$ cat src/hw/rtl/slpst_ram.sv
// Generic single-write, single-read RAM with a registered read port.
// No dependencies; holds the slot table and the saved fill counts.
module slpst_ram #(
   parameter int WIDTH = 8,
   parameter int DEPTH = 16,
   localparam int ADDR_W = (DEPTH > 1) ? $clog2(DEPTH) : 1
) (
   input  logic              clock,
   input  logic              wr_en,
   input  logic [ADDR_W-1:0] wr_addr,
   input  logic [WIDTH-1:0]  wr_data,
   input  logic [ADDR_W-1:0] rd_addr,
   output logic [WIDTH-1:0]  rd_data
);

   logic [WIDTH-1:0] mem [DEPTH];
   logic [WIDTH-1:0] rd_data_ff;

   always_ff @(posedge clock) begin
      if (wr_en) begin
         mem[wr_addr] <= wr_data;
      end
      rd_data_ff <= mem[rd_addr];
   end

   assign rd_data = rd_data_ff;

endmodule

$ cat config.mk
export PLATFORM = sky130hd
export DESIGN_NAME = slpst_ram
export DESIGN_NICKNAME = d
export VERILOG_FILES = /design/src/hw/rtl/slpst_ram.sv
export SDC_FILE = /design/constraint.sdc
export NUM_CORES = 1
export LEC_CHECK = 0
export BUFFER_PORTS_ARGS = -buffer_cell sky130_fd_sc_hd__buf_2
export CORE_MARGIN = 1.5
export CORE_UTILIZATION = 60
export DETAILED_ROUTE_END_ITERATION = 10
export GPL_ROUTABILITY_DRIVEN = 0
export PLACE_DENSITY = 0.76
export SYNTH_ARGS = -nofsm -noshare
export SYNTH_HDL_FRONTEND = slang
export SYNTH_SLANG_ARGS = --single-unit
export TNS_END_PERCENT = 5
$ cat constraint.sdc
create_clock -name clock -period 2.23 [get_ports clock]
set_clock_uncertainty 0.15 [all_clocks]
set_input_delay 0.446 -clock clock [delete_from_list [all_inputs] [get_ports clock]]
set_output_delay 0.446 -clock clock [all_outputs]
set_load 0.02 [all_outputs]
# After elaboration in Yosys (flattened, before gate mapping)

Memory sizes are Yosys's and may differ from the RTL's. A register that Yosys moved wholly into a read port is not among the register bits.
Cells that the tools add are included.

Memories kept: 1
Output and inout port bits: 8
Bits of input ports: 18
Memory bits (writable): 128
Flip-flop bits (word level): 0

Multiplexer cells: 2

Memory list:

| memory | words | bits a word | rd ports | clocked after memory_dff | write ports | RTL line | source |
|---|---|---|---|---|---|---|---|
| mem    | 16    | 8           | 1        | 1                        | 1           | 16       | `logic [WIDTH-1:0] mem [DEPTH];` |

Operator list:

| cell             | number |
|---|---|
| 2-to-1 mux 1 bit | 2 |

# Depth between registers and ports, before layout

Gate-level depths: netlist of run 1.

Word-level depth: 2
Mapped depth: 5

# Least setup slack after synthesis of run 1

No wires, ideal clock.

Kind: input to register
Start point: in wr_addr[2]
End point: mem mem[0][0], enable pin
Setup slack: 0.141 ns
Arrival time: 1.556 ns
Cell stages on the path: 2
Required time: 1.697 ns
Path through: or3b_2 > nor3_1

RTL lines:

| element         | RTL line | source |
|---|---|---|
| start, declared | 10       | `input logic [ADDR_W-1:0] wr_addr,` |
| end, declared   | 16       |  |

Straight into the memory's write port.

# Worst setup path in the final report of run 1

Start point: reg rd_data_ff[7], in the netlist rd_data[7], read port of mem
End point: out rd_data[7]

RTL lines:

| element         | RTL line | source |
|---|---|---|
| start, declared | 17       | `logic [WIDTH-1:0] rd_data_ff;` |
| end, declared   | 13       | `output logic [WIDTH-1:0] rd_data` |

No word-level cell between the ends.

==> results of run 1 <==
==> power groups by stage <==
stage	clock (uW)	sequential [uW]	combinational, uW
finish	2610	2880	283
detailed placement	0	2930	283
floorplan	0	2940	145
global placement	0	2920	274
global route	2770	2880	306
CTS	2650	2880	286
==> cells by family (layout without fill, tap and decap cells) <==
| logic type | Yosys count | after routing | synth area share |
|---|---|---|---|
| compound gates | 16 | 16 | 0.0233 |
| mux | 32 | 32 | 0.150 |
| simple gates | 35 | 35 | 0.0318 |
| flops | 136 | 136 | 0.778 |
| buf+inv | 10 | 80 | 0.0168 |
==> stage by stage <==
step                      total power (uW)  instance area (um2)  setup WS [ns]  instances  utilization
final                                 5770                 6090          0.614        404        0.737
after global routing                  5950                 6090          0.566        404        0.737
after CTS                             5810                 6090          0.574        404        0.737
after detailed placement              3210                 5520          0.151        372        0.668
after global placement                3200                 5520          0.210        372        0.668
after floorplan                       3090                 5150          0.141        229            -
==> layer usage <==
| metal | vias up | track usage | wire (um) |
|---|---|---|---|
| met3 | 6 | 0.0734 | 752 |
| met4 | 0 | 0.0821 | 87 |
| met5 | - | 0 | 0 |
| li1 | 1084 | - | - |
| met2 | 97 | 0.370 | 4870 |
| met1 | 1236 | 0.320 | 3850 |
==> state kept, by name (all words and copies together) (netlist names) <==
signal   cells
rd_data      8
mem        128
==> worst min-delay path by stage <==
stage	cells after the start	slack (ns)	end	startpoint
2_1_floorplan	0	0.39	mem[0][0]	wr_data[0]
3_3_place_gp	3	0.50	rd_data[3]	mem[8][3]
3_5_place_dp	3	0.51	rd_data[6]	mem[15][6]
4_1_cts	1	0.14	mem[7][4]	wr_data[4]
5_1_grt	1	0.15	mem[6][6]	wr_data[6]
6_report	1	0.17	mem[7][4]	wr_data[4]
==> area by class of cell <==
cell class / instances / area (um2) / area share
flip-flops and latches: 136 / 4000 / 0.658
multi-input cells: 83 / 1060 / 0.174
clock buffers: 19 / 442 / 0.0726
repair buffers: 48 / 323 / 0.0530
well taps: 105 / 131 / 0.0216
clock inverters: 13 / 129 / 0.0212
==> cells in the final DEF, fill, tap and decap left out, drive strengths merged <==
| cell | count |
|---|---|
| a22oi | 16 |
| and2 | 1 |
| and2b | 1 |
| buf | 48 |
| bufinv | 2 |
| clkbuf | 19 |
| clkinv | 7 |
| clkinvlp | 4 |
| dfxtp | 8 |
| edfxtp | 128 |
| mux4 | 32 |
| nand2 | 9 |
| nand2b | 2 |
| nand3 | 1 |
| nand3b | 2 |
| nor2 | 13 |
| nor2b | 1 |
| nor3 | 4 |
| or3b | 1 |
==> flow_metrics.py, run 1 <==
metrics = {
    "run_status": {
        "status": "completed",
    },
    "clock_tree": {
        "cts_tree": "built",
        "numCtsBuffers": 17,
        "root_buffer": "clkbuf_8",
        "cts.hold.buffers_added": 0,
        "cts_resized": 0,
        "htreeDepth": 4,
        "post_cts_buffers": 0,
        "clockBufferDepth": 2,
        "path_clk_slew_ns": 0.06,
        "clk_latency_ns": 0.50,
        "cts_sinks": 136,
    },
    "power": {
        "clockPowerShare": 0.452,
        "leakage_uw": 0.00210,
        "intPower_uw": 4610,
        "ir_drop_mv": 0.748,
        "comb_power_share": 0.049,
        "switchingPower_uw": 1150,
        "p_seq_frac": 0.499,
        "p_sw_frac": 0.200,
        "p_per_area_mw_per_mm2": 947,
    },
    "setup_path": {
        "cp_num_buf_inv": 1,
        "startpoint_type": "flop",
        "crit_path_top_delay_cell": "dfxtp_1",
        "end_kind": "output pin",
        "crit_required_ns": 1.63,
        "critPathMaxFanout": 1,
        "endpoint": "rd_data[7]",
        "worstReg2RegEnd": "rd_data[2]",
        "critical_path.max_stage_delay_ns": 0.34,
        "cp_top_family": "flip-flops",
        "cp-startpoint": "rd_data[7]",
        "r2r_setup_slack_ns": 0.66,
        "reg2reg_depth": 3,
        "crit_chain": "buf_2",
        "r2r-start": "mem[9][2]",
        "critical_path_class": "flop to output pin",
        "cp.depth": 1,
        "worstPathArrival_ns": 1.02,
    },
    "yosys": {
        "synthArstFlopShare": 0,
        "netlist_top_cells_count": "edfxtp_1 (128), mux4_2 (18), a22oi_1 (16)",
        "synth_area_leaders": "edfxtp_1 (75%), mux4_2 (7.9%), mux4_1 (7.1%)",
        "synth_nets": 247,
        "yosys_most_used_dff": "edfxtp_1",
        "yosysUniqueCellTypes": 19,
        "synth_edf_count": 128,
        "yosysTopAreaCell": "edfxtp_1",
        "avgSynthCellArea_um2": 22.5,
        "netlist.area_leader.share": 0.747,
        "yosysSeqAreaShare": 0.778,
        "synthMostInstantiatedCell": "edfxtp_1",
        "syn_area_mm2": 0.00515,
        "synth-seq-cells": 136,
        "syn_inst": 229,
        "ys_warn_count": 0,
    },
    "cells_and_area": {
        "fillers": 472,
        "final_nets": 304,
        "diodes": 0,
        "layout-drive-gt1-share": 0.331,
        "syn_to_final_growth_pct": 18.2,
    },
    "drt": {
        "drt_iter0_markers": 175,
        "drc": 0,
        "wirelength_mm": 9.56,
        "drt_pass1_iterations": 4,
        "wl_per_cell_um": 23.7,
        "via_per_inst": 6.00,
        "vias": 2423,
        "drtAntennaViolNets": 0,
    },
    "floorplan": {
        "coreArea_mm2": 0.00826,
        "die_h_um": 95.6,
        "num_io_pins": 26,
        "die_w_um": 95.6,
        "dieArea_mm2": 0.00914,
        "start_util": 0.623,
        "rows": 33,
    },
    "grt": {
        "antenna_found_initial": 0,
        "grt_pass1_vias": 2498,
        "grt_max_degree": 33,
        "globalRouteOverflowTotal": 0,
        "track_usage": 0.237,
        "grt_pass1_wl_mm": 14.2,
    },
    "sta": {
        "rsz0062_at_grt": "no",
        "fin_crit_ns": 1.62,
        "slew_violations": 0,
        "fmax_mhz": 619,
        "relSlewSlack": 0.729,
        "setup_tns_ns": 0,
        "setup_viol": 0,
        "worst_pin_slew_ns": 0.406,
        "fin_crit_sh": 0.725,
        "finalHoldViolCount": 0,
        "holdWs_ns": 0.170,
    },
    "job": {
        "cap_violations": 0,
    },
    "min_path": {
        "hp-class": "input pin to flop",
    },
    "placed_design": {
        "portBuffers": 25,
        "dp_hpwl_mm": 5.73,
    },
}
No activity file was read; power rests on OpenSTA's default activity.
==> inputs of run 2 (changes only) <==
--- a/config.mk
+++ b/config.mk
@@ -5,12 +5,13 @@
 export SDC_FILE = /design/constraint.sdc
 export NUM_CORES = 1
 export LEC_CHECK = 0
+export ABC_AREA = 1
 export BUFFER_PORTS_ARGS = -buffer_cell sky130_fd_sc_hd__buf_2
 export CORE_MARGIN = 1.5
-export CORE_UTILIZATION = 60
+export CORE_UTILIZATION = 61
 export DETAILED_ROUTE_END_ITERATION = 10
 export GPL_ROUTABILITY_DRIVEN = 0
-export PLACE_DENSITY = 0.76
+export PLACE_DENSITY = 0.77
 export SYNTH_ARGS = -nofsm -noshare
 export SYNTH_HDL_FRONTEND = slang
 export SYNTH_SLANG_ARGS = --single-unit
==> constraint.sdc (replaced) <==
create_clock -name clock -period 1.5 [get_ports clock]
set_clock_uncertainty 0.15 [all_clocks]
set_input_delay 0.3 -clock clock [delete_from_list [all_inputs] [get_ports clock]]
set_output_delay 0.3 -clock clock [all_outputs]
set_load 0.02 [all_outputs]
==> run 2 against run 1 <==
  * Cell count increased by 78%
  * Worst hold slack got worse by 0.12 ns
  * Flip-flop and latch count unchanged
  * Area after synthesis increased by 12%
  * Core utilization decreased by 0.72 points
  * Cell area increased by 10%
  * Register-to-register slack got worse by 0.40 ns
  * Sequential share of layout area decreased by 6.1 points
  * Die area increased by 9.9%
  * Critical endpoint is now rd_data[1]
==> flow_metrics.py, run 2 <==
metrics = {
    "sta": {
        "setup_tns_ns": 0,
        "fin_ws_ns": 0.0384,
        "finalHoldViolCount": 0,
        "worst_pin_slew_ns": 0.380,
        "setup_viol": 0,
        "slew_violations": 0,
        "fmax_mhz": 684,
        "fin_crit_ns": 1.46,
        "rsz0062_at_grt": "no",
        "fin_crit_sh": 0.974,
        "relSlewSlack": 0.747,
    },
    "floorplan": {
        "rows": 35,
        "coreArea_mm2": 0.00920,
        "dieArea_mm2": 0.0100,
        "die_h_um": 100,
        "num_io_pins": 26,
        "start_util": 0.627,
        "die_w_um": 100,
    },
    "cells_and_area": {
        "final_util": 0.730,
        "fillers": 601,
        "final_cell_mix": "nand2_1 (173), edfxtp_1 (128), inv_1 (100)",
        "final_nets": 615,
        "top_register": "mem",
        "final_common_cell": "nand2_1",
        "layout.area.seq_mm2": 0.00400,
        "final_area_mm2": 0.00671,
        "diodes": 0,
        "largest_reg_flops": 128,
        "layout-drive-gt1-share": 0.131,
        "syn_to_final_growth_pct": 16.4,
        "multiInputGateArea_mm2": 0.00121,
    },
    "setup_path": {
        "crit_path_top_delay_cell": "dfxtp_1",
        "reg2reg_depth": 6,
        "crit_required_ns": 1.05,
        "worstPathArrival_ns": 1.01,
        "end_kind": "output pin",
        "endpoint": "rd_data[1]",
        "critical_path_class": "flop to output pin",
        "r2r-start": "mem[11][4]",
        "worstReg2RegEnd": "rd_data[4]",
        "startpoint_type": "flop",
        "critical_path.max_stage_delay_ns": 0.35,
        "critPathMaxFanout": 1,
        "r2r_setup_slack_ns": 0.26,
        "cp_top_family": "flip-flops",
        "cp-startpoint": "rd_data[1]",
        "crit_chain": "buf_4",
        "cp_num_buf_inv": 1,
        "cp.depth": 1,
    },
    "grt": {
        "grt_pass1_vias": 3882,
        "antenna_found_initial": 0,
        "grt_pass1_wl_mm": 19.9,
        "grt_max_degree": 65,
        "track_usage": 0.277,
        "globalRouteOverflowTotal": 0,
    },
    "power": {
        "power.total_uw": 8850,
        "p_per_area_mw_per_mm2": 1320,
        "leakage_uw": 0.00295,
        "ir_drop_mv": 0.863,
    },
    "placed_design": {
        "post-place-ws_ns": -0.0323,
        "dp_hpwl_mm": 7.54,
        "portBuffers": 25,
        "place_area_mm2": 0.00613,
    },
    "min_path": {
        "hp-class": "input pin to flop",
        "min_from": "rd_addr[2]",
    },
    "clock_tree": {
        "cts_sinks": 136,
        "clockBufferDepth": 2,
        "root_buffer": "clkbuf_8",
        "htreeDepth": 4,
        "post_cts_buffers": 0,
        "clk_latency_ns": 0.51,
        "numCtsBuffers": 17,
        "cts_tree": "built",
        "path_clk_slew_ns": 0.06,
    },
    "yosys": {
        "syn_inst": 551,
        "synthMostInstantiatedCell": "nand2_1",
        "yosysUniqueCellTypes": 12,
        "synth-seq-cells": 136,
        "netlist.area_leader.share": 0.667,
        "yosysSeqAreaShare": 0.694,
        "synth_area_leaders": "edfxtp_1 (67%), nand2_1 (11%), nand3_1 (8.4%)",
        "synth_edf_count": 128,
        "syn_area_mm2": 0.00577,
        "avgSynthCellArea_um2": 10.5,
        "synth_nets": 569,
        "yosys_most_used_dff": "edfxtp_1",
        "yosysTopAreaCell": "edfxtp_1",
        "ys_warn_count": 0,
        "netlist_top_cells_count": "nand2_1 (173), edfxtp_1 (128), inv_1 (100)",
        "synthArstFlopShare": 0,
    },
    "drt": {
        "drt_pass1_iterations": 6,
        "drt_iter0_markers": 351,
        "via_per_inst": 5.46,
        "wl_per_cell_um": 17.4,
        "vias": 3937,
        "drc": 0,
        "wirelength_mm": 12.5,
        "drtAntennaViolNets": 0,
    },
    "run_status": {
        "status": "completed",
    },
    "job": {
        "cap_violations": 0,
    },
}
## run 2: per-stage QoR
step | std cells | hold WS (ns)
6_report | 721 | 0.0540
2_1_floorplan | 551 | 0.249
5_1_grt | 721 | 0.0304
3_5_place_dp | 689 | 0.504
3_3_place_gp | 689 | 0.500
4_1_cts | 721 | 0.0134
## run 2: routing by layer
layer	vias up	track usage	part of all wire
met5	-	0	0
met4	0	0.118	0.023
met3	27	0.0634	0.091
met2	219	0.447	0.48
met1	1825	0.365	0.40
li1	1866	-	-
## run 2: worst min-delay path by stage
stage                            end  slack [ns]  depth (start not counted)
after floorplan            mem[0][0]        0.25                          0
after global placement    rd_data[1]        0.50                          6
after detailed placement  rd_data[1]        0.50                          6
after CTS                 rd_data[0]        0.01                          4
after global routing       mem[4][2]        0.03                          1
final                     rd_data[5]        0.05                          4
## run 2: kinds of logic (layout without fill, tap and decap cells)
family | Yosys count | after routing | share of synthesized area
simple gates | 289 | 289 | 0.210
buf+inv | 126 | 185 | 0.0952
flops | 136 | 136 | 0.694
## run 2: what timing repair did
| action | 4_1_cts | 5_1_grt |
|---|---|---|
| hold buffers | 0 | 0 |
| resized for setup | 1 | 0 |
| endpoints found under the setup margin | 1 | 0 |
| hold endpoints to repair | 0 | 0 |
## run 2: power breakdown
part / internal (uW) / total [uW] / switching (uW)
clock: 2510 / 4000 / 1490
combinational: 180 / 578 / 398
sequential: 4250 / 4270 / 23.2
total: 6940 / 8850 / 1910
## run 2: cell type report
type / count / area share
well taps: 111 / 0.0207
inverters: 102 / 0.0570
clock inverters: 14 / 0.0233
clock buffers: 18 / 0.0623
multi-input cells: 289 / 0.181
flip-flops and latches: 136 / 0.597
repair buffers: 51 / 0.0593
