--- src/hw/rtl/slpst_pkg.sv ---
// Shared types, codes and default sizes for the scoped symbol table unit.
// No dependencies; the probe unit, the top level and the bench import this package.
package slpst_pkg;

   localparam int SLOTS_DEF      = 16;
   localparam int LEVELS_DEF     = 8;
   localparam int KEY_BITS_DEF   = 32;
   localparam int VALUE_BITS_DEF = 32;

   // fixed field widths of the channels
   localparam int FIELD_W  = 32;
   localparam int LEVEL_W  = 3;
   localparam int STATUS_W = 3;

   // home slot is taken from the key above this bit
   localparam int HASH_SHIFT = 3;

   typedef enum logic [1:0] {
      OP_PUSH   = 2'd0,
      OP_POP    = 2'd1,
      OP_BIND   = 2'd2,
      OP_LOOKUP = 2'd3
   } op_type;

   typedef enum logic [STATUS_W-1:0] {
      STAT_OK        = 3'd0,
      STAT_NOT_FOUND = 3'd1,
      STAT_FULL      = 3'd2,
      STAT_OVERFLOW  = 3'd3,
      STAT_UNDERFLOW = 3'd4,
      STAT_BAD_KEY   = 3'd5
   } status_type;

   typedef enum logic [2:0] {
      S_CLEAR,
      S_IDLE,
      S_PROBE,
      S_FILL,
      S_DONE
   } state_type;

   typedef struct packed {
      logic hit;
      logic empty;
      logic last;
   } probe_flags_type;

endpackage

--- src/hw/rtl/slpst_probe.sv ---
// Probe step unit: compares one slot's key and computes the next probe slot.
// Depends on slpst_pkg for the flag struct.
module slpst_probe #(
   parameter int KEY_W = 32,
   parameter int SLOTS = 16,
   localparam int SLOT_W = $clog2(SLOTS)
) (
   input  logic [KEY_W-1:0]             slot_key,
   input  logic [KEY_W-1:0]             probe_key,
   input  logic [SLOT_W-1:0]            idx,
   input  logic [SLOT_W-1:0]            cnt,
   output slpst_pkg::probe_flags_type   flags,
   output logic [SLOT_W-1:0]            next_idx
);
   import slpst_pkg::*;

   // a stored key of zero marks a free slot
   assign flags.empty = (slot_key == '0);
   assign flags.hit   = (slot_key == probe_key);
   assign flags.last  = (cnt == SLOT_W'(SLOTS - 1));

   // wrap at the table size
   assign next_idx = idx + 1'b1;

endmodule

--- config.mk ---
export PLATFORM = sky130hd
export DESIGN_NAME = slpst_probe
export DESIGN_NICKNAME = d
export VERILOG_FILES = /design/src/hw/rtl/slpst_pkg.sv /design/src/hw/rtl/slpst_probe.sv
export SDC_FILE = /design/constraint.sdc
export NUM_CORES = 1
export LEC_CHECK = 0
export BUFFER_PORTS_ARGS = -buffer_cell sky130_fd_sc_hd__buf_4
export CORE_MARGIN = 5
export CORE_UTILIZATION = 26
export DETAILED_ROUTE_END_ITERATION = 8
export GPL_TIMING_DRIVEN = 0
export PLACE_DENSITY_LB_ADDON = 0.3
export REMOVE_ABC_BUFFERS = 1
export SLEW_MARGIN = 20
export SYNTH_ARGS = -nofsm -noshare
export SYNTH_HDL_FRONTEND = slang
export SYNTH_SLANG_ARGS = --single-unit
export TNS_END_PERCENT = 20
--- constraint.sdc ---
create_clock -name vclk -period 0.8
set_clock_uncertainty 0.05 [all_clocks]
set_input_delay 0.08 -clock vclk [all_inputs]
set_output_delay 0.08 -clock vclk [all_outputs]
set_load 0.01 [all_outputs]
# ---- After elaboration in Yosys (flattened, before gate mapping)
# Cells that the tools add are included.
dict set report classes {
  n_shift 0
  n_div 0
  n_addsub 1
  bitwise 0
  n_reduce_logical 1
  n_lt_le_gt_ge 0
  muxes 0
  multipliers 0
  n_eq_ne 2
}
# op n
set op_table {}
lappend op_table {{32-bit == test} 1}
lappend op_table {{32-bit logical NOT} 1}
lappend op_table {{4-bit by 1-bit adder with 4-bit output (second input constant)} 1}
lappend op_table {{4-bit == test (second input constant)} 1}
dict set report totals {
  out_inout_bits 7
  latch_bits 0
  input_bits 72
  regBits 0
  memories 0
  elab_cells 4
  mem_bits_ro 0
  ram_bits 0
}

# ---- Depth between registers and ports, before layout
# Gate-level depths: netlist of the first run.
dict set report logic_depth {
  word_depth 1
  depth_mapped 4
  mapped_depth_nobuf 4
}

# ---- Worst setup path after synthesis of the first run
# No wires, ideal clock.
dict set report synth_timing {
  path_kind {in2out}
  from {input slot_key[31]}
  to {output flags[2] (netlist bit)}
  setup_slack_ns -0.104
  arrival_time_ns 0.774
  cell_stages 4
  t_required_ns 0.670
  n_path_buf 0
  path_cell_list {xor2_1 > nor4_1 > nand4_1 > nor2_1}
}
# item line_no
set synth_lines {}
lappend synth_lines {{start, declared} slpst_probe.sv:8} ;# input logic [KEY_W-1:0] slot_key,
lappend synth_lines {{end, declared} slpst_probe.sv:12} ;# output slpst_pkg::probe_flags_type flags,

==> results of run 1 <==
[metal layers]
metal | vias to the layer above | GRT usage, % | wire, um
li1 | 382 | - | -
met1 | 335 | 17.86 | 756
met2 | 39 | 31.59 | 1207
met3 | 2 | 2.292 | 178
met4 | 0 | 1.747 | 27
met5 | - | 0 | 0
[power breakdown]
| part | total, mW | internal [mW] | switching, mW |
|---|---|---|---|
| logic | 0.550 | 0.349 | 0.201 |
| registers | 0 | 0 | 0 |
| clock network | 0 | 0 | 0 |
[cells in the mapped netlist]
cell type | instances | share of area [%]
and4_1 | 1 | 1.9
ha_1 | 1 | 2.7
inv_1 | 1 | 0.81
nand3_1 | 1 | 1.1
nand4_1 | 4 | 5.4
nor2_1 | 2 | 1.6
nor4_1 | 16 | 22
xnor2_1 | 1 | 1.9
xor2_1 | 33 | 63
[worst paths after layout]
kind | endpoint | slack (ns) | cells past startpoint
worst max-delay path | flags[2] | -0.35 | 6
worst min-delay path | next_idx[0] | 0.37 | 3
[layout make-up]
class                           count  area share, %
Tap cell                           25          2.706
Timing Repair Buffer               79          53.25
Multi-Input combinational cell     59          43.72
Inverter                            1         0.3247
[through the flow]
stage	power, mW	hold slack [ns]	setup TNS [ns]
final	0.5497	0.3671	-0.5592
after global routing	0.5991	0.3808	-0.7152
after CTS	0.5528	0.3672	-0.5897
after detailed placement	0.5146	0.3658	-0.6929
after global placement	0.5047	0.3590	-0.6709
after floorplan	0.1473	0.1535	-0.1040
[worst max-delay path, stage by stage]
cell and delay [ns]:
buf_4 0.11, xor2_1 0.15, nor4_2 0.31, nand4_1 0.12, nor2_1 0.11, buf_4 0.13
[cells by family after synthesis]
group / share of synthesized area (%)
buf+inv: 0.8144
xor+xnor: 64.67
simple gates: 31.79
fa+ha+maj: 2.717
[repair_timing]
| action | CTS | global route |
|---|---|---|
| resized for setup | 13 | 1 |
| endpoints found under the setup margin | 3 | 2 |
| pin swaps | 14 | 1 |
==> flow_metrics.tcl, run 1 <==
set metrics [dict create \
    cp-startpoint "probe_key[0]" \
    die_h_um 52.08 \
    regArea_um2 0 \
    grt_pass1_wl_mm 3.374 \
    yosys_warnings 0 \
    drc_errors 0 \
    core_mm2 0.001708 \
    drv_slew 0 \
    dp_slack_ns -0.4281 \
    period_share_pct 144.1 \
    dieArea_mm2 0.002712 \
    syn-instance-count 60 \
    n_antenna_cell 0 \
    period_needed_ns 1.153 \
    dpl.cell_count 164 \
    drive_above_1_share_pct 61.87 \
    fmax_mhz 867.5 \
    critPathLaunchType "input pin" \
    ant_nets 0 \
    vias 758 \
    wire_per_inst_um 13.23 \
    maxSlewHeadroom_pct 80.22 \
    netlist_area_um2 460.4 \
    ys_seq_area_share_pct 0 \
    seq_cells 0 \
    tightest_slew_ns 0.2940 \
    totalWireLength_mm 2.169 \
    fin_ws_ns -0.3527 \
    final_cell_mix "73 x buf_4, 33 x xor2_1, 10 x nor4_1, 6 x buf_6, 5 x nor4_2" \
    critPathRequiredTime_ns 0.67 \
    min_path_type "in -> out" \
    grt_pass1_vias 868 \
    final_cell_area_mm2 0.001156 \
    area_growth_pct 151.1 \
    die_w_um 52.08 \
    drtIter0Drc 6 \
    numPortBuffers 79 \
    track_usage_pct 15.90 \
    violations "negative setup slack" \
    via_per_inst 4.622 \
    grt_max_degree 4 \
    dr.pass1.iters 4 \
    fp-row-count 15 \
    grt_overflow_total 0 \
    final_util_pct 67.69 \
    hold_viol_final 0 \
    num-nets-final 214 \
    final_cells 164 \
    end_kind "primary output" \
    ios 79 \
    p_leak_nw 0.5623 \
    layout_commonest_cell "buf_4" \
    hpwlAfterDp_mm 2.007 \
    cts_setup_buffers 0 \
    nClkBuffers 0 \
    hold_buffers 0 \
    critPathKind "in -> out" \
    routabilityCongestion 0.7528 \
    status "finished with violations" \
    dpl_cell_area_mm2 0.001085 \
    hp-start "idx[0]" \
    antenna_found_initial 0 \
    ys_types 9 \
    cap_violations 0 \
    setup_violations 2 \
    ir_worst_vdd_uv 305.7 \
    p_per_area_mw_per_mm2 475.5 \
    synth.avg_cell_area_um2 7.674 \
    start_util_pct 26.96 \
    fillerInstances 147 \
    grt_setup_unrepaired "yes" \
    critical_path_arrival_ns 1.02 \
    cp_max_fo 1 \
    multi_input_area_um2 505.5 \
]
No activity file was read; power rests on OpenSTA's default activity.
==> run 2: changes to the inputs <==
--- a/config.mk
+++ b/config.mk
@@ -6,6 +6,7 @@
 export NUM_CORES = 1
 export LEC_CHECK = 0
 export BUFFER_PORTS_ARGS = -buffer_cell sky130_fd_sc_hd__buf_4
+export CORE_ASPECT_RATIO = 1.1
 export CORE_MARGIN = 5
 export CORE_UTILIZATION = 26
 export DETAILED_ROUTE_END_ITERATION = 8
==> run 2 against run 1 <==
  * Combinational power decreased by 3%
  * Utilization fell by 3.8 points
  * Worst hold slack about the same
  * Sequential cell count stayed put
  * Critical path depth unchanged
  * The run still ends with negative setup slack left
  * Via count is 0.26% higher
  * Critical path type unchanged
  * Largest power group unchanged
  * Maximum frequency rose by 0.20%
  * Setup slack better by 0.0023 ns
  * First-iteration DRC count unchanged
  * Die area about the same
  * Non-clock buffer count did not move
==> flow_metrics.tcl, run 2 (synthesis results as in run 1) <==
set metrics [dict create \
    status "finished with violations" \
    violations "negative setup slack" \
    start_util_pct 26.44 \
    setup_violations 2 \
    slowest_delay_ns 0.32 \
    cp_num_cells 6 \
    grt_pass1_wl_mm 3.160 \
    grt_overflow_total 0 \
    dr.pass1.iters 4 \
    tightest_slew_ns 0.3279 \
    dp_slack_ns -0.4560 \
    die_w_um 50.13 \
    whs_path_depth 3 \
    critical_path_arrival_ns 1.02 \
    hold_viol_final 0 \
    fp-row-count 16 \
    routabilityCongestion 0.7525 \
    p_per_area_mw_per_mm2 477.9 \
    final_cell_mix "75 x buf_4, 33 x xor2_1, 13 x nor4_1, 4 x nand4_1, 4 x buf_6" \
    numPortBuffers 79 \
    drc_errors 0 \
    hpwlAfterDp_mm 1.983 \
    final_util_pct 63.86 \
    via_per_inst 4.841 \
    fmax_mhz 869.3 \
    drv_slew 0 \
    critPathTopFamily "simple AND/OR/NAND/NOR gates" \
    period_needed_ns 1.150 \
    crit_path_cell_trace "buf_4 > xor2_1 > nor4_2 > nand4_1 > nor2_1 > buf_4" \
    regArea_um2 0 \
    die_h_um 54.14 \
    grt_max_degree 4 \
    p_total_mw 0.5316 \
    ir_worst_vdd_uv 230.5 \
    dieArea_mm2 0.002714 \
    track_usage_pct 14.30 \
    min_path_type "in -> out" \
    num-nets-final 214 \
    cts_setup_buffers 0 \
    timing.hold.ws_ns 0.3667 \
    grt_pass1_vias 826 \
    core_mm2 0.001742 \
    p_leak_nw 0.5569 \
    cap_violations 0 \
    wire_per_inst_um 13.70 \
    dpl.cell_count 157 \
    vias 760 \
    ant_nets 0 \
    final_cells 157 \
    maxSlewHeadroom_pct 77.94 \
    critPathRequiredTime_ns 0.67 \
    n_antenna_cell 0 \
    fin_ws_ns -0.3504 \
    cp_max_fo 1 \
    drive_above_1_share_pct 59.71 \
    critical_path.slowest_cell "nor4_2" \
    end_kind "primary output" \
    totalWireLength_mm 2.151 \
    crit_buf_inv 2 \
    hold_buffers 0 \
    layout_commonest_cell "buf_4" \
    grt_setup_unrepaired "yes" \
    cpMostUsedCell "buf_4" \
    critPathKind "in -> out" \
    antenna_found_initial 0 \
    area_growth_pct 141.6 \
    ios 79 \
    drtIter0Drc 6 \
    nClkBuffers 0 \
    critPathLaunchType "input pin" \
    period_share_pct 143.8 \
    seq_cells 0 \
]
-- run 2: cell counts in the layout (fill, tap and decap cells not counted) --
No cell type changed its count.
-- run 2: tightest hold or removal path, stage by stage --
cell,delay (ns)
buf_4,0.09
inv_1,0.03
buf_4,0.13
-- run 2: timing repair --
item,CTS,global route
pin swaps,12,2
setup endpoints to repair,2,3
gates resized for setup,4,4
-- run 2: stage by stage --
stage               TNS [ns]  instance area [um2]
floorplan            -0.1040                460.4
global placement     -0.6696                 1076
detailed placement   -0.6900                 1076
CTS                  -0.6190                 1094
global route         -0.7390                 1112
finish               -0.6181                 1112
-- run 2: final timing paths --
path	startpoint	endpoint	slack, ns
worst min-delay path	idx[0]	next_idx[0]	0.37
worst max-delay path	probe_key[0]	flags[2]	-0.35
-- run 2: where the power goes --
group	switching (mW)	internal, mW	total (mW)	leakage [nW]
sequential	0	0	0	0
clock	0	0	0	0
combinational	0.190	0.342	0.532	0.557
total	0.190	0.342	0.532	0.557
-- run 2: layer usage --
metal  wire length, um  global-route usage, %  part of all wire (%)  vias up
met1               713                  15.37                    33      340
li1                  -                      -                     -      385
met4                 0                 0.8734                     0        0
met2              1278                  29.92                    59       35
met5                 0                      0                     0        -
met3               160                  2.216                   7.4        0
-- run 2: cell type report --
| class | count | area [um2] |
|---|---|---|
| repair buffers | 79 | 608.1 |
| well taps | 18 | 22.52 |
| inverters | 1 | 3.754 |
| fillers | 163 | 629.4 |
| multi-input cells | 59 | 478.0 |
==> run 3: changes to the inputs <==
--- a/config.mk
+++ b/config.mk
@@ -8,11 +8,10 @@
 export BUFFER_PORTS_ARGS = -buffer_cell sky130_fd_sc_hd__buf_4
 export CORE_ASPECT_RATIO = 1.1
 export CORE_MARGIN = 5
-export CORE_UTILIZATION = 26
+export CORE_UTILIZATION = 29
 export DETAILED_ROUTE_END_ITERATION = 8
 export GPL_TIMING_DRIVEN = 0
 export PLACE_DENSITY_LB_ADDON = 0.3
-export REMOVE_ABC_BUFFERS = 1
 export SLEW_MARGIN = 20
 export SYNTH_ARGS = -nofsm -noshare
 export SYNTH_HDL_FRONTEND = slang
==> constraint.sdc (replaced) <==
create_clock -name vclk -period 1.1
set_clock_uncertainty 0.05 [all_clocks]
set_input_delay 0.11 -clock vclk [all_inputs]
set_output_delay 0.11 -clock vclk [all_outputs]
set_load 0.01 [all_outputs]
==> run 3 against run 2 <==
  * The flow still finishes with violations (negative setup slack)
  * Cell area rose by 10%
  * Combinational power fell by 19%
  * Die area fell by 8.4%
  * Largest power group unchanged
==> flow_metrics.tcl, run 3 (synthesis results as in run 1) <==
set metrics [dict create \
    status "finished with violations" \
    violations "negative setup slack" \
    track_usage_pct 17.36 \
    vias 792 \
    multi_input_area_um2 549.3 \
    grt_overflow_total 0 \
    num-nets-final 214 \
    cts_setup_buffers 0 \
    cp_num_cells 6 \
    numPortBuffers 79 \
    fp-row-count 15 \
    grt_max_degree 4 \
    drtIter0Drc 5 \
    ant_nets 0 \
    grt_setup_unrepaired "yes" \
    antenna_found_initial 0 \
    hold_buffers 0 \
    cp-startpoint "probe_key[27]" \
    maxSlewHeadroom_pct 81.36 \
    dr.pass1.iters 4 \
    dpl_cell_area_mm2 0.001075 \
    drv_slew 0 \
    end_kind "primary output" \
    grt_pass1_wl_mm 3.229 \
    nClkBuffers 0 \
    critPathKind "in -> out" \
    fmax_mhz 840.1 \
    via_per_inst 5.077 \
    final_cell_mix "64 x buf_4, 29 x xor2_1, 15 x buf_6, 10 x nor4_2, 6 x nor4_1" \
    dpl.cell_count 156 \
    critical_path.slowest_cell "nor4_2" \
    hold_viol_final 0 \
    core_mm2 0.001539 \
    synth_nets 133 \
    min_path_type "in -> out" \
    tightest_slew_ns 0.2771 \
    die_w_um 47.99 \
    critical_path_arrival_ns 1.03 \
    critPathTopFamily "simple AND/OR/NAND/NOR gates" \
    p_total_mw 0.4314 \
    regArea_um2 0 \
    critPathLaunchType "input pin" \
    drc_errors 0 \
    die_h_um 51.79 \
    final_cells 156 \
    routabilityCongestion 0.7759 \
    slowest_delay_ns 0.31 \
    ir_worst_vdd_uv 193.1 \
    dieArea_mm2 0.002485 \
    crit_path_cell_trace "buf_6 > xor2_1 > nor4_2 > nand4_1 > nor2_1 > buf_4" \
    grt_pass1_vias 824 \
    drive_above_1_share_pct 66.91 \
    period_needed_ns 1.190 \
    critPathRequiredTime_ns 0.94 \
    final_cell_area_mm2 0.001224 \
    cap_violations 0 \
    fin_ws_ns -0.09041 \
    p_per_area_mw_per_mm2 352.5 \
    totalWireLength_mm 2.401 \
    hpwlAfterDp_mm 2.038 \
    n_antenna_cell 0 \
    start_util_pct 29.92 \
    cp_max_fo 1 \
    fillerInstances 95 \
    crit_buf_inv 2 \
    setup.worst_path.end "flags[2]" \
    area_growth_pct 165.8 \
    p_leak_nw 0.5807 \
    period_share_pct 108.2 \
    setup_violations 1 \
    seq_cells 0 \
    wire_per_inst_um 15.39 \
    ios 79 \
    setup_tns_ns -0.09041 \
    layout_commonest_cell "buf_4" \
]
## run 3: per-stage QoR
step,utilization (%),hold WS [ns],setup WS (ns)
floorplan,-,0.2135,0.1360
global placement,69.84,0.4183,-0.1734
detailed placement,69.84,0.4230,-0.1821
CTS,72.28,0.4230,-0.1161
global route,79.51,0.4301,-0.1870
finish,79.51,0.4225,-0.09041
## run 3: timing repair
item | 4_1_cts | 5_1_grt
endpoints found under the hold margin | 0 | 0
setup endpoints to repair | 1 | 2
cloned | 0 | 0
resized for setup | 8 | 21
pin swaps | 12 | 16
## run 3: worst min-delay path by stage
| stage | from | slack (ns) | depth (start not counted) | endpoint |
|---|---|---|---|---|
| after detailed placement | idx[0] | 0.42 | 3 | next_idx[0] |
| final | idx[0] | 0.42 | 3 | next_idx[0] |
| after global placement | idx[0] | 0.42 | 3 | next_idx[0] |
| after global routing | idx[0] | 0.43 | 3 | next_idx[0] |
| after floorplan | idx[0] | 0.21 | 1 | next_idx[0] |
| after CTS | idx[0] | 0.42 | 3 | next_idx[0] |
## run 3: area by class of cell
type / count / area share [%]
Inverter: 1 / 0.3067
Multi-Input combinational cell: 59 / 44.89
Tap cell: 17 / 1.738
Timing Repair Buffer: 79 / 53.07
## run 3: worst min-delay path, cell delays in order
cell and delay [ns]:
buf_4 0.09, inv_1 0.03, buf_4 0.13
## run 3: power by group
group / internal [mW] / switching, mW
registers: 0 / 0
logic: 0.271 / 0.161
clock network: 0 / 0
total: 0.271 / 0.161
## run 3: routing by layer
| metal | part of all wire, % | wire length (um) | vias up | GRT usage, % |
|---|---|---|---|---|
| met2 | 57 | 1362 | 43 | 36.12 |
| met3 | 10 | 242 | 2 | 2.422 |
| met5 | 0 | 0 | - | 0 |
| met4 | 0.62 | 15 | 0 | 1.345 |
| met1 | 32 | 780 | 370 | 17.32 |
| li1 | - | - | 377 | - |
